===== config.mk =====
export PLATFORM = sky130hd
export DESIGN_NAME = m521inv_mac
export DESIGN_NICKNAME = d
export VERILOG_FILES = /design/src/rtl/m521inv_pkg.sv /design/src/rtl/m521inv_mac.sv
export SDC_FILE = /design/constraint.sdc
export NUM_CORES = 2
export LEC_CHECK = 0
export ABC_AREA = 1
export CORE_MARGIN = 2
export CORE_UTILIZATION = 62
export CTS_BUF_LIST = sky130_fd_sc_hd__clkbuf_2 sky130_fd_sc_hd__clkbuf_4 sky130_fd_sc_hd__clkbuf_8
export DETAILED_ROUTE_END_ITERATION = 8
export DONT_BUFFER_PORTS = 1
export HOLD_SLACK_MARGIN = 0.12
export PLACE_DENSITY = 0.92
export SLEW_MARGIN = 20
export SYNTH_ARGS = -nofsm -noshare
export SYNTH_HDL_FRONTEND = slang
export SYNTH_SLANG_ARGS = --single-unit

===== constraint.sdc =====
create_clock -name i_clk -period 6.9 [get_ports i_clk]
set_clock_uncertainty 0.1 [all_clocks]
set_input_delay 1.035 -clock i_clk [delete_from_list [all_inputs] [get_ports i_clk]]
set_output_delay 1.035 -clock i_clk [all_outputs]
set_load 0.01 [all_outputs]

===== src/rtl/m521inv_pkg.sv =====
`timescale 1ns / 1ps
`default_nettype none

package m521inv_pkg;

    // Word geometry of one field element: nine 64-bit words, 9 bits used in the top word.
    localparam int unsigned WordW   = 64;
    localparam int unsigned TopBits = 9;

    // Operand memory slots, nine words each.
    localparam logic [2:0] SL_E  = 3'd0;
    localparam logic [2:0] SL_T  = 3'd1;
    localparam logic [2:0] SL_T7 = 3'd2;
    localparam logic [2:0] SL_C7 = 3'd3;
    localparam logic [2:0] SL_C  = 3'd4;

    // Index of the final instruction of the exponentiation program.
    localparam logic [4:0] LastInstr = 5'd25;

    // One program step: dst = srca * srcb, then (reps - 1) squarings of dst in place.
    typedef struct packed {
        logic [2:0] dst;
        logic [2:0] srca;
        logic [2:0] srcb;
        logic [8:0] reps;
    } t_instr;

    // Partial product issue tag travelling with the operand memory read.
    typedef struct packed {
        logic valid;
        logic last;
        logic zero;
        logic hia;
        logic hib;
    } t_iss;

    // Product memory write strobe.
    typedef struct packed {
        logic       we;
        logic [4:0] addr;
    } t_pmw;

    // Operand memory write strobe, word index inside a slot.
    typedef struct packed {
        logic       we;
        logic [3:0] idx;
    } t_omw;

    // First word address of a slot: slot * 9.
    function automatic logic [5:0] slot_base(input logic [2:0] slot);
        slot_base = {slot, 3'b000} + {3'b000, slot};
    endfunction

    // Addition chain for x^(p-2), p = 2^521 - 1.
    function automatic t_instr chain_instr(input logic [4:0] pc);
        t_instr ins;
        ins = '{dst: SL_T, srca: SL_T, srcb: SL_T, reps: 9'd1};
        unique case (pc)
            5'd0:  ins = '{dst: SL_T,  srca: SL_E,  srcb: SL_E,  reps: 9'd1};
            5'd1:  ins = '{dst: SL_T,  srca: SL_T,  srcb: SL_E,  reps: 9'd1};
            5'd2:  ins = '{dst: SL_T,  srca: SL_T,  srcb: SL_T,  reps: 9'd1};
            5'd3:  ins = '{dst: SL_T7, srca: SL_T,  srcb: SL_E,  reps: 9'd1};
            5'd4:  ins = '{dst: SL_T,  srca: SL_T7, srcb: SL_T7, reps: 9'd1};
            5'd5:  ins = '{dst: SL_T,  srca: SL_T,  srcb: SL_E,  reps: 9'd1};
            5'd6:  ins = '{dst: SL_T,  srca: SL_T,  srcb: SL_T,  reps: 9'd3};
            5'd7:  ins = '{dst: SL_C7, srca: SL_T,  srcb: SL_T7, reps: 9'd1};
            5'd8:  ins = '{dst: SL_T,  srca: SL_C7, srcb: SL_C7, reps: 9'd1};
            5'd9:  ins = '{dst: SL_C,  srca: SL_T,  srcb: SL_E,  reps: 9'd1};
            5'd10: ins = '{dst: SL_T,  srca: SL_C,  srcb: SL_C,  reps: 9'd8};
            5'd11: ins = '{dst: SL_C,  srca: SL_T,  srcb: SL_C,  reps: 9'd1};
            5'd12: ins = '{dst: SL_T,  srca: SL_C,  srcb: SL_C,  reps: 9'd16};
            5'd13: ins = '{dst: SL_C,  srca: SL_T,  srcb: SL_C,  reps: 9'd1};
            5'd14: ins = '{dst: SL_T,  srca: SL_C,  srcb: SL_C,  reps: 9'd32};
            5'd15: ins = '{dst: SL_C,  srca: SL_T,  srcb: SL_C,  reps: 9'd1};
            5'd16: ins = '{dst: SL_T,  srca: SL_C,  srcb: SL_C,  reps: 9'd64};
            5'd17: ins = '{dst: SL_C,  srca: SL_T,  srcb: SL_C,  reps: 9'd1};
            5'd18: ins = '{dst: SL_T,  srca: SL_C,  srcb: SL_C,  reps: 9'd128};
            5'd19: ins = '{dst: SL_C,  srca: SL_T,  srcb: SL_C,  reps: 9'd1};
            5'd20: ins = '{dst: SL_T,  srca: SL_C,  srcb: SL_C,  reps: 9'd256};
            5'd21: ins = '{dst: SL_T,  srca: SL_T,  srcb: SL_C,  reps: 9'd1};
            5'd22: ins = '{dst: SL_T,  srca: SL_T,  srcb: SL_T,  reps: 9'd7};
            5'd23: ins = '{dst: SL_T,  srca: SL_T,  srcb: SL_C7, reps: 9'd1};
            5'd24: ins = '{dst: SL_T,  srca: SL_T,  srcb: SL_T,  reps: 9'd2};
            5'd25: ins = '{dst: SL_T,  srca: SL_T,  srcb: SL_E,  reps: 9'd1};
            default: ins = '{dst: SL_T, srca: SL_T, srcb: SL_T, reps: 9'd1};
        endcase
        return ins;
    endfunction

endpackage

`default_nettype wire


===== src/rtl/m521inv_mac.sv =====
`timescale 1ns / 1ps
`default_nettype none

module m521inv_mac import m521inv_pkg::*; (
    input  wire logic              i_clk,
    input  wire logic              i_rst_n,
    input  wire t_iss              i_iss,
    input  wire logic [WordW-1:0]  i_rda,
    input  wire logic [WordW-1:0]  i_rdb,
    output t_pmw                   o_pw,
    output logic [WordW-1:0]       o_pdata,
    output logic                   o_done
);

    t_iss        r_s1;
    logic [63:0] r_prod;
    logic        r_pv;
    logic        r_pl;
    logic [71:0] r_acc;
    logic        r_sh;
    logic [31:0] r_lo;
    logic [5:0]  r_lc;

    logic [31:0] la;
    logic [31:0] lb;
    logic [63:0] n_prod;
    logic [71:0] n_base;
    logic [71:0] n_acc;

    // Limb selection from the registered memory words, then one 32x32 product.
    always_comb begin
        la     = r_s1.hia ? i_rda[63:32] : i_rda[31:0];
        lb     = r_s1.hib ? i_rdb[63:32] : i_rdb[31:0];
        n_prod = r_s1.zero ? 64'd0 : ({32'd0, la} * {32'd0, lb});
    end

    // Column accumulator: shifts down one limb after each finished column.
    always_comb begin
        n_base = r_sh ? {32'd0, r_acc[71:32]} : r_acc;
        n_acc  = n_base + (r_pv ? {8'd0, r_prod} : 72'd0);
    end

    assign o_done     = r_sh && (r_lc == 6'd33);
    assign o_pw.we    = r_sh && r_lc[0];
    assign o_pw.addr  = r_lc[5:1];
    assign o_pdata    = {r_acc[31:0], r_lo};

    always_ff @(posedge i_clk) begin
        r_prod <= n_prod;
        if (r_sh && !r_lc[0]) begin
            r_lo <= r_acc[31:0];
        end
    end

    // Pipeline control and product limb counter.
    always_ff @(posedge i_clk) begin
        if (!i_rst_n) begin
            r_s1  <= '0;
            r_pv  <= 1'b0;
            r_pl  <= 1'b0;
            r_sh  <= 1'b0;
            r_acc <= '0;
            r_lc  <= '0;
        end else begin
            r_s1 <= i_iss;
            r_pv <= r_s1.valid;
            r_pl <= r_s1.last;
            r_sh <= r_pv && r_pl;
            r_acc <= o_done ? 72'd0 : n_acc;
            if (r_sh) begin
                r_lc <= o_done ? 6'd0 : r_lc + 6'd1;
            end
        end
    end

endmodule

`default_nettype wire


==> impl_results.md <==
* Clk Latency, worst-skew pair at 0.53 ns
* Die height at 278 microns
* CTS buffer count at 17
* Post-synth EDFFs at 32
* CP Capture Type: flop
* GP Congestion at 1.09
* Fill count at 5009
* Primary FF master, synth: dfxtp_1
* Tcrit/Tclk final at 120%
* Die footprint at 77100 sq um
* #FFs+latches synth at 182
* CTS Hold Bufs at 0
* Post-layout util at 77.4%
* Layout cells sized above 1 at 21.5%
* # clock sinks at 182
* Placeable core area at 74300 sq um
* Setup ws final at -1.39 ns
* Share of the synthesized area in the top cell type at 38.7%
* Min-delay src: r_pl
* DRC at 78
* Chip width at 278 microns
* CTS root buf: clkbuf_8
* Worst-case clock buffer depth at 2
* Synth Area in XOR/XNOR at 0.113%
* FF-to-FF End: r_prod[61]
* Post-synthesis adder-cell area fraction at 47.6%
* Hpwl dp at 152000 microns
* Final min period at 8.29 ns
* Final max-slew violation count at 0
* Tot GR Track Use at 49.3%
* Post-synthesis compound-gate area fraction at 5.87%
* IO buf count at 0
* Fin nets at 8287
* Via count at 48200
* Highest net fanout along the worst path at 19
* Yosys warning total at 0
* Clk pin slew, worst setup/hold paths at 0.13 ns
* Setup TNS at -51.58 ns
* Critical path startpoint category: flop
* Multiplexer share of the synthesized area at 0%
* Synth Area in Simple Gates at 22.8%
* WP data required at 7.28 ns
* Post-DRT Antenna Nets at 0
* CP max stage cell: nor2_1
* Endpoints failing hold at 0
* Final setup violation count at 52
* Count leader, synth: inv_1
* Mean Syn Cell Area at 7.24 sq um
* Fmax at 121 MHz
* Drt total wl at 205000 microns
* DR vias/cell at 6.08
* R2r worst-path depth at 29
* Syn Nets at 7773
* R2R setup slack at -1.39 ns
* Largest family of logic cells by synthesized area: adder cells
* Worst path max stage delay at 0.90 ns
* WHS Endpoint: r_sh
* Post-synthesis sequential area ratio at 8.54%
* Synthesized instance count at 6412
* Synth area leader: fa_1
* RSZ-0062 raised after global routing: yes
* DRT iter0 DRCs at 6799
* Failing checks: DRC, setup timing
* Hold Path Class: flop to flop
* Global route overflow at 0
* Setup Crit Path Kind: flop to flop
* Relative slew slack at 21.0%
* Vias in the first global route at 47700
* Max-Cap Viols at 0
* Most frequent cells after synthesis: inv_1, nand2_1, nor2_1, fa_1, ha_1
* DR pass1 iterations at 9
* Top cell by count, worst path: fa_1
* H-Tree Depth at 4
* Initial core utilization at 62.5%
* Worst EP arrival at 8.67 ns
* Distinct cells, synth at 44
* Dpl ws at -1.11 ns
* Row count at 100
* Slew @ Worst Pin at 1.18 ns
* Synth top area cells: fa_1, inv_1, nand2_1
* Antenna violations before repair at 14
* Largest net degree at the start of global routing at 79
* First-pass GRT wire length at 282000 microns
* Routed len/inst at 25.9 microns
* WHS Path Cells at 2
* Outcome: complete, but fails checks
* CTS tree: done
* Mapped cell area at 46400 sq um
* Area grow syn2layout at 24.0%
* Reg2reg start: r_s1[0]
* I/O pin cnt at 206
* Async S/R FF share, synth at 0%
## repair_timing
item / 4_1_cts / 5_1_grt
buffers inserted: 106 / 72
gates cloned: 9 / 7
resized for setup: 468 / 389
pin swaps: 78 / 127
endpoints found under the setup margin: 52 / 53
## cell usage in the layout, fill, tap and decap left out, drive strengths merged
cell | netlist | routed
a21boi | 1 | 1
a21oi | 246 | 246
fa | 897 | 897
clkinv | 21 | 25
nand3b | 4 | 4
o31ai | 1 | 1
dfxtp | 150 | 150
xor2 | 4 | 4
o21ai | 217 | 217
nor2 | 973 | 973
buf | 120 | 722
edfxtp | 32 | 32
xnor2 | 2 | 2
nand3 | 111 | 111
ha | 329 | 329
o21bai | 30 | 30
diode | 0 | 12
and3 | 3 | 3
o22ai | 1 | 1
clkbuf | 114 | 24
nand2 | 1550 | 1550
nand4 | 6 | 6
and2 | 2 | 2
o21a | 10 | 10
clkinvlp | 0 | 5
nor4 | 11 | 11
nor3 | 29 | 29
inv | 1546 | 1552
a21o | 2 | 2
## layout make-up
type	instances	area [sq um]	share of cell area, %
clock buffers	17	234	0.407
well taps	969	1210	2.11
multi-input cells	4429	38400	66.7
flip-flops and latches	182	3970	6.90
clock inverters	15	191	0.333
repair buffers	729	7510	13.1
inverters	1567	5990	10.4
diodes	12	30.0	0.0522
## how the worst max path moves through the flow
| stage | startpoint | cells after the start | end | slack, ns |
|---|---|---|---|---|
| after detailed placement | i_rdb[20] | 28 | r_prod[52] | -1.11 |
| after floorplan | i_rdb[50] | 27 | r_prod[61] | -0.06 |
| after global placement | i_rdb[25] | 25 | r_prod[48] | -1.13 |
| after CTS | r_s1[0] | 30 | r_prod[48] | -0.35 |
| after global routing | r_s1[0] | 29 | r_prod[61] | -1.27 |
| final | r_s1[0] | 29 | r_prod[61] | -1.39 |
## metrics by stage
stage                     cell area, sq um  cells  hold WS, ns
final                                57600   7920        0.334
after global routing                 57500   7915        0.351
after global placement               52000   7684        0.309
after detailed placement             52000   7684        0.301
after CTS                            55500   7831        0.333
after floorplan                      47300   6412        0.290
## cell families after synthesis
family / Yosys count
compound gates: 508
xor+xnor: 6
fa+ha+maj: 1226
buf+inv: 1801
flops: 182
simple gates: 2689
## flip-flops by register name (all words and copies together) (netlist names)
signal and cells:
r_s1 5, r_lo 32, r_pl 1, r_lc 6, r_sh 1, r_prod 64, r_pv 1, r_acc 72
## critical path: cells and delay by family (launching register included)
family,cells,cell delay (ns)
AND/OR/NAND/NOR,9,1.70
adder cells (fa/ha/maj),9,4.49
AO/OA/AOI/OAI,1,0.07
flip-flops,1,0.59
buffers and inverters,10,1.26
## routing by layer
metal	vias to the layer above	part of all wire, %	global-route usage [%]
met5	-	0.42	0.750
met4	28	10	30.1
met3	1577	17	20.5
met2	4419	40	72.8
met1	22500	33	60.1
li1	19700	-	-
Power is not shown: default switching activity piles up to over one toggle a cycle in this logic, so the estimate is an artifact.
