==> src/rtl/m521inv_pkg.sv <==
`timescale 1ns / 1ps
`default_nettype none

package m521inv_pkg;

    // Word geometry of one field element: nine 64-bit words, 9 bits used in the top word.
    localparam int unsigned WordW   = 64;
    localparam int unsigned TopBits = 9;

    // Operand memory slots, nine words each.
    localparam logic [2:0] SL_E  = 3'd0;
    localparam logic [2:0] SL_T  = 3'd1;
    localparam logic [2:0] SL_T7 = 3'd2;
    localparam logic [2:0] SL_C7 = 3'd3;
    localparam logic [2:0] SL_C  = 3'd4;

    // Index of the final instruction of the exponentiation program.
    localparam logic [4:0] LastInstr = 5'd25;

    // One program step: dst = srca * srcb, then (reps - 1) squarings of dst in place.
    typedef struct packed {
        logic [2:0] dst;
        logic [2:0] srca;
        logic [2:0] srcb;
        logic [8:0] reps;
    } t_instr;

    // Partial product issue tag travelling with the operand memory read.
    typedef struct packed {
        logic valid;
        logic last;
        logic zero;
        logic hia;
        logic hib;
    } t_iss;

    // Product memory write strobe.
    typedef struct packed {
        logic       we;
        logic [4:0] addr;
    } t_pmw;

    // Operand memory write strobe, word index inside a slot.
    typedef struct packed {
        logic       we;
        logic [3:0] idx;
    } t_omw;

    // First word address of a slot: slot * 9.
    function automatic logic [5:0] slot_base(input logic [2:0] slot);
        slot_base = {slot, 3'b000} + {3'b000, slot};
    endfunction

    // Addition chain for x^(p-2), p = 2^521 - 1.
    function automatic t_instr chain_instr(input logic [4:0] pc);
        t_instr ins;
        ins = '{dst: SL_T, srca: SL_T, srcb: SL_T, reps: 9'd1};
        unique case (pc)
            5'd0:  ins = '{dst: SL_T,  srca: SL_E,  srcb: SL_E,  reps: 9'd1};
            5'd1:  ins = '{dst: SL_T,  srca: SL_T,  srcb: SL_E,  reps: 9'd1};
            5'd2:  ins = '{dst: SL_T,  srca: SL_T,  srcb: SL_T,  reps: 9'd1};
            5'd3:  ins = '{dst: SL_T7, srca: SL_T,  srcb: SL_E,  reps: 9'd1};
            5'd4:  ins = '{dst: SL_T,  srca: SL_T7, srcb: SL_T7, reps: 9'd1};
            5'd5:  ins = '{dst: SL_T,  srca: SL_T,  srcb: SL_E,  reps: 9'd1};
            5'd6:  ins = '{dst: SL_T,  srca: SL_T,  srcb: SL_T,  reps: 9'd3};
            5'd7:  ins = '{dst: SL_C7, srca: SL_T,  srcb: SL_T7, reps: 9'd1};
            5'd8:  ins = '{dst: SL_T,  srca: SL_C7, srcb: SL_C7, reps: 9'd1};
            5'd9:  ins = '{dst: SL_C,  srca: SL_T,  srcb: SL_E,  reps: 9'd1};
            5'd10: ins = '{dst: SL_T,  srca: SL_C,  srcb: SL_C,  reps: 9'd8};
            5'd11: ins = '{dst: SL_C,  srca: SL_T,  srcb: SL_C,  reps: 9'd1};
            5'd12: ins = '{dst: SL_T,  srca: SL_C,  srcb: SL_C,  reps: 9'd16};
            5'd13: ins = '{dst: SL_C,  srca: SL_T,  srcb: SL_C,  reps: 9'd1};
            5'd14: ins = '{dst: SL_T,  srca: SL_C,  srcb: SL_C,  reps: 9'd32};
            5'd15: ins = '{dst: SL_C,  srca: SL_T,  srcb: SL_C,  reps: 9'd1};
            5'd16: ins = '{dst: SL_T,  srca: SL_C,  srcb: SL_C,  reps: 9'd64};
            5'd17: ins = '{dst: SL_C,  srca: SL_T,  srcb: SL_C,  reps: 9'd1};
            5'd18: ins = '{dst: SL_T,  srca: SL_C,  srcb: SL_C,  reps: 9'd128};
            5'd19: ins = '{dst: SL_C,  srca: SL_T,  srcb: SL_C,  reps: 9'd1};
            5'd20: ins = '{dst: SL_T,  srca: SL_C,  srcb: SL_C,  reps: 9'd256};
            5'd21: ins = '{dst: SL_T,  srca: SL_T,  srcb: SL_C,  reps: 9'd1};
            5'd22: ins = '{dst: SL_T,  srca: SL_T,  srcb: SL_T,  reps: 9'd7};
            5'd23: ins = '{dst: SL_T,  srca: SL_T,  srcb: SL_C7, reps: 9'd1};
            5'd24: ins = '{dst: SL_T,  srca: SL_T,  srcb: SL_T,  reps: 9'd2};
            5'd25: ins = '{dst: SL_T,  srca: SL_T,  srcb: SL_E,  reps: 9'd1};
            default: ins = '{dst: SL_T, srca: SL_T, srcb: SL_T, reps: 9'd1};
        endcase
        return ins;
    endfunction

endpackage

`default_nettype wire

==> src/rtl/m521inv_red.sv <==
`timescale 1ns / 1ps
`default_nettype none

module m521inv_red import m521inv_pkg::*; (
    input  wire logic              i_clk,
    input  wire logic              i_rst_n,
    input  wire t_pmw              i_pw,
    input  wire logic [WordW-1:0]  i_pdata,
    input  wire logic              i_start,
    output t_omw                   o_ow,
    output logic [WordW-1:0]       o_odata,
    output logic                   o_done
);

    // Double-width product, 17 words.
    logic [63:0] r_pm [17];
    logic [63:0] r_px;
    logic [63:0] r_py;
    logic        r_yz;
    logic        r_busy;
    logic [3:0]  r_q;
    logic        r_dv;
    logic [3:0]  r_dq;
    logic [63:0] r_prev;
    logic        r_c;

    logic [4:0]  ax;
    logic [4:0]  ay;
    logic [63:0] py_eff;
    logic [3:0]  m;
    logic [63:0] hw;
    logic [63:0] lw;
    logic [64:0] sum;

    // Step 0 primes word 8; step q reads low word q-1 and high word q+8.
    always_comb begin
        ax = (r_q == 4'd0) ? 5'd0 : {1'b0, r_q - 4'd1};
        if (r_q == 4'd0) begin
            ay = 5'd8;
        end else if (r_q == 4'd9) begin
            ay = 5'd0;
        end else begin
            ay = {1'b0, r_q} + 5'd8;
        end
    end

    always_ff @(posedge i_clk) begin
        if (i_pw.we) begin
            r_pm[i_pw.addr] <= i_pdata;
        end
        r_px <= r_pm[ax];
        r_py <= r_pm[ay];
        r_yz <= (r_q == 4'd9);
    end

    // Low 521 bits plus the product shifted down by 521.
    always_comb begin
        py_eff = r_yz ? 64'd0 : r_py;
        m      = r_dq - 4'd1;
        hw     = {9'd0, r_prev[63:9]} | {py_eff[8:0], 55'd0};
        lw     = (m == 4'd8) ? {55'd0, r_px[8:0]} : r_px;
        sum    = {1'b0, lw} + {1'b0, hw} + {64'd0, r_c};
    end

    assign o_ow.we  = r_dv && (r_dq != 4'd0);
    assign o_ow.idx = m;
    assign o_odata  = sum[63:0];
    assign o_done   = r_dv && (r_dq == 4'd9);

    always_ff @(posedge i_clk) begin
        if (r_dv) begin
            r_prev <= py_eff;
        end
        if (i_start) begin
            r_c <= 1'b0;
        end else if (r_dv && (r_dq != 4'd0)) begin
            r_c <= sum[64];
        end
    end

    // Step sequencing.
    always_ff @(posedge i_clk) begin
        if (!i_rst_n) begin
            r_busy <= 1'b0;
            r_q    <= '0;
            r_dv   <= 1'b0;
            r_dq   <= '0;
        end else begin
            r_dv <= r_busy;
            r_dq <= r_q;
            if (i_start) begin
                r_busy <= 1'b1;
                r_q    <= '0;
            end else if (r_busy) begin
                r_q <= r_q + 4'd1;
                if (r_q == 4'd9) begin
                    r_busy <= 1'b0;
                end
            end
        end
    end

endmodule

`default_nettype wire

==> config.mk <==
export PLATFORM = sky130hd
export DESIGN_NAME = m521inv_red
export DESIGN_NICKNAME = d
export VERILOG_FILES = /design/src/rtl/m521inv_pkg.sv /design/src/rtl/m521inv_red.sv
export SDC_FILE = /design/constraint.sdc
export NUM_CORES = 2
export LEC_CHECK = 0
export BUFFER_PORTS_ARGS = -buffer_cell sky130_fd_sc_hd__buf_2
export CORE_ASPECT_RATIO = 0.75
export CORE_MARGIN = 4
export CORE_UTILIZATION = 26
export DETAILED_ROUTE_END_ITERATION = 7
export GPL_TIMING_DRIVEN = 0
export PLACE_DENSITY = 0.4
export SLEW_MARGIN = 25
export SYNTH_ARGS = -nofsm -noshare
export SYNTH_HDL_FRONTEND = slang
export SYNTH_SLANG_ARGS = --single-unit
==> constraint.sdc <==
create_clock -name i_clk -period 6.7 [get_ports i_clk]
set_input_delay 1.34 -clock i_clk [delete_from_list [all_inputs] [get_ports i_clk]]
set_output_delay 1.34 -clock i_clk [all_outputs]
set_load 0.01 [all_outputs]
==> flow_summary.ini <==
[logic_synthesis]
yosysTopAreaCell = edfxtp_1
synth_cells = 4045
yosysSeqAreaShare_pct = 66.9
synth_edf_count = 1143
synth-async-reset-ratio_pct = 0
ys.flop_type = edfxtp_1
synth.distinct_cells = 68
postSynthAreaPerCell_um2 = 13.7
ys_ff_latch = 1283
synth_area_leaders = edfxtp_1 62%, dfxtp_1 5.1%, mux2i_1 4.7%, a21oi_1 3.5%, a211oi_1 3.5%
netlist_area_um2 = 55500
synth_fp_nets = 4190
synth_top_area_share_pct = 61.9
ys_warn_count = 0

[clock_network]
clock_sinks = 1283
hold_buffers = 0
numCtsBuffers = 138
cts_tree = yes
cts-root-buf = clkbuf_16
clock_latency_ns = 0.78
htreeDepth = 4
path_clk_slew_ns = 0.06
clockBufferDepth = 3

[place]
place_hpwl_um = 162000
place.port_buffers = 142
place.gp.congestion = 0.835
dpl_cell_area_um2 = 61700
place_ws_ns = -0.372

[min_path]
hp-class = register to register
min_to = r_prev[24]
min_delay_path_depth = 1
holdCritStartpoint = r_py[24]

[detailed_routing]
initialDrtViolationCount = 4571
viasPerCell = 5.19
wl_um = 222000
firstDrtPassIters = 6
ant_nets = 0
drc = 0
wl_per_cell_um = 30.2
vias = 38200

[floorplan]
start_util_pct = 26.2
dieArea_um2 = 221000
die_w_um = 541
pin_count = 143
num_rows = 146
core-area_um2 = 212000
dieHeight_um = 408

[critical_path]
critPathKind = register to primary output
max_stage_delay_ns = 0.35
ff2ff_path_depth = 13
cpLargestDelayFamily = simple AND/OR/NAND/NOR gates
r2r_end = r_px[31]
crit_path_cell_trace = inv_2 > ha_2 > xor2_1 > nor2_2 > nand2_4 > buf_16 > and2_1 > ha_4 > and4_4 > nor3b_4 > o31ai_2 > buf_4 > a21o_4 > a21oi_4 > a211oi_4 > nand3b_4 > o41ai_4 > buf_4 > a41oi_1 > xnor2_1 > buf_4 > buf_2
crit_buf_inv = 6
cp_max_fo = 7
r2r-start = r_q[0]
crit_top_cell = buf_4
critPathRequiredTime_ns = 5.36
rrSetupSlack_ns = 1.29
start_kind = register
cp-end-kind = primary output
slowest_stage = dfxtp_1
cp_data_arrival_time_ns = 5.16

[outcome]
status = finished, final reports clean

[grt]
grt_usage_pct = 19.6
overflow = 0
grt_pass1_wl_um = 307000
first_global_vias = 37300
antenna_found_initial = 23
grt_max_degree = 29

[timing]
setup_viol = 0
max-slew-margin-rel_pct = 22.2
finalMaxSlewViolations = 0
holdWs_ns = 0.515
setup_ws_ns = 0.202
max_freq_ghz = 0.154
worst_slew_pin_slew_ns = 1.17
fin_skew_ns = 0.0269
rsz0062_at_grt = yes
period_share_pct = 97.0
finalCriticalPeriod_ns = 6.50
hold_viol_final = 0

[power_and_ir_drop]
p_leak_nw = 21.2
peakVddDrop_uv = 250
powerDensity_nw_per_um2 = 287

[finish]
fin_nets = 4590
final_area_um2 = 66700
syn_to_final_growth_pct = 20.3
drive_gt1_share_pct = 15.6

[run]
maxCapViolCount = 0
[routing by layer]
metal	GRT usage, %	routed length, µm	up-vias
li1	-	-	16700
met1	30.6	109000	19800
met2	28.2	93600	1554
met3	3.03	15500	246
met4	4.50	4550	4
met5	0	27	-
[synth_stat cells, types with 7 or more instances]
master    instances
a31oi_1          73
o21ai_1           7
a21boi_0          7
buf_1            11
o211ai_1         96
a211oi_1        256
nor3_1           31
a311oi_1         11
nor2b_1          73
buf_2            17
o22ai_1         257
xor2_1           27
or3_1            96
nand2b_1         10
ha_1             70
buf_4            65
xnor2_1          38
o21ai_0          40
clkbuf_1        268
nand2_1         266
edfxtp_1       1143
nor2_1           83
mux2i_1         259
nand4_1          19
o21bai_1         14
a21o_1           29
a21oi_1         385
mux4_2           60
and2_1           65
nand3_1          27
inv_1            28
o21a_1            7
dfxtp_1         140
and3_1           13
[layout by cell type (no fill, tap or decap), drive strengths merged, types with 31 or more instances in the layout]
cell type  Yosys  layout
edfxtp      1143    1143
clkbuf       268     463
a21oi        388     388
buf           93     353
nand2        266     266
mux2i        259     259
o22ai        257     257
a211oi       257     257
dfxtp        140     140
or3           97      97
o211ai        96      96
nor2          84      84
nor2b         73      73
a31oi         73      73
ha            70      70
and2          65      65
mux4          60      60
o21ai         47      47
xnor2         38      38
inv           30      37
clkinv         0      36
nor3          31      31
[worst max-delay path by stage]
stage                        endpoint  slack (ns)  cells past startpoint     from
final                     o_odata[52]        0.20                     22  r_dq[1]
after global routing      o_odata[58]       -0.05                     21  r_dq[0]
after CTS                 o_odata[57]        0.02                     22  r_dq[1]
after detailed placement  o_odata[61]       -0.37                     20  r_dq[0]
after global placement    r_pm[8][58]       -8.29                      4  i_pw[4]
after floorplan            r_pm[8][0]       -0.33                      3  i_pw[5]
[sequential cells by signal, summed over array words and instances, names as in the netlist]
register  cells
r_pm       1088
r_py         64
r_px         64
r_dq          4
r_yz          1
r_prev       55
r_q           4
r_dv          1
r_c           1
r_busy        1
[kinds of logic (layout without fill, tap and decap cells)]
logic type | Yosys count | count (layout) | share of synthesized area [%]
adders and majority gates | 72 | 72 | 1.65
buffers and inverters | 391 | 902 | 3.12
and+or+nand+nor | 703 | 703 | 6.34
xor gates and xnor gates | 65 | 65 | 1.03
other | 0 | 5 | 0
AOI/OAI and AO/OA | 1212 | 1212 | 13.8
muxes | 319 | 319 | 7.11
DFF | 1283 | 1283 | 66.9
[what timing repair did]
| action | CTS | global route |
|---|---|---|
| buffers inserted | 8 | 10 |
| gates cloned | 0 | 0 |
| pin swaps | 8 | 15 |
| setup endpoints to repair | 39 | 15 |
| gates resized for setup | 45 | 26 |
[metrics by stage]
stage	setup TNS, ns	std cells	util (%)	total power, mW
2_1_floorplan	-41.36	4045	-	10.4
3_3_place_gp	-3162.54	6999	28.2	11.5
3_5_place_dp	-2.67	7101	29.2	11.5
4_1_cts	0	7359	31.4	19.3
5_1_grt	-0.0924	7368	31.5	19.8
6_report	0	7373	31.5	19.1
[cell type report]
cell class | count | area (µm²)
sequential | 1283 | 37100
timing repair buffer | 262 | 2720
antenna | 5 | 12.5
clock inverter | 56 | 567
multi-input combinational | 2371 | 17000
inverter | 30 | 113
fill | 21100 | 145000
clock buffer | 195 | 3930
tap | 2812 | 3520
buffer | 359 | 1690
[power by group]
| group | switching [mW] | internal, mW | leakage [nW] |
|---|---|---|---|
| clock network | 3.27 | 4.48 | 2.20 |
| logic | 1.52 | 0.920 | 7.50 |
| registers | 0.0863 | 8.86 | 11.5 |
| total | 4.88 | 14.3 | 21.2 |
Power figures use the tool's default switching activity.
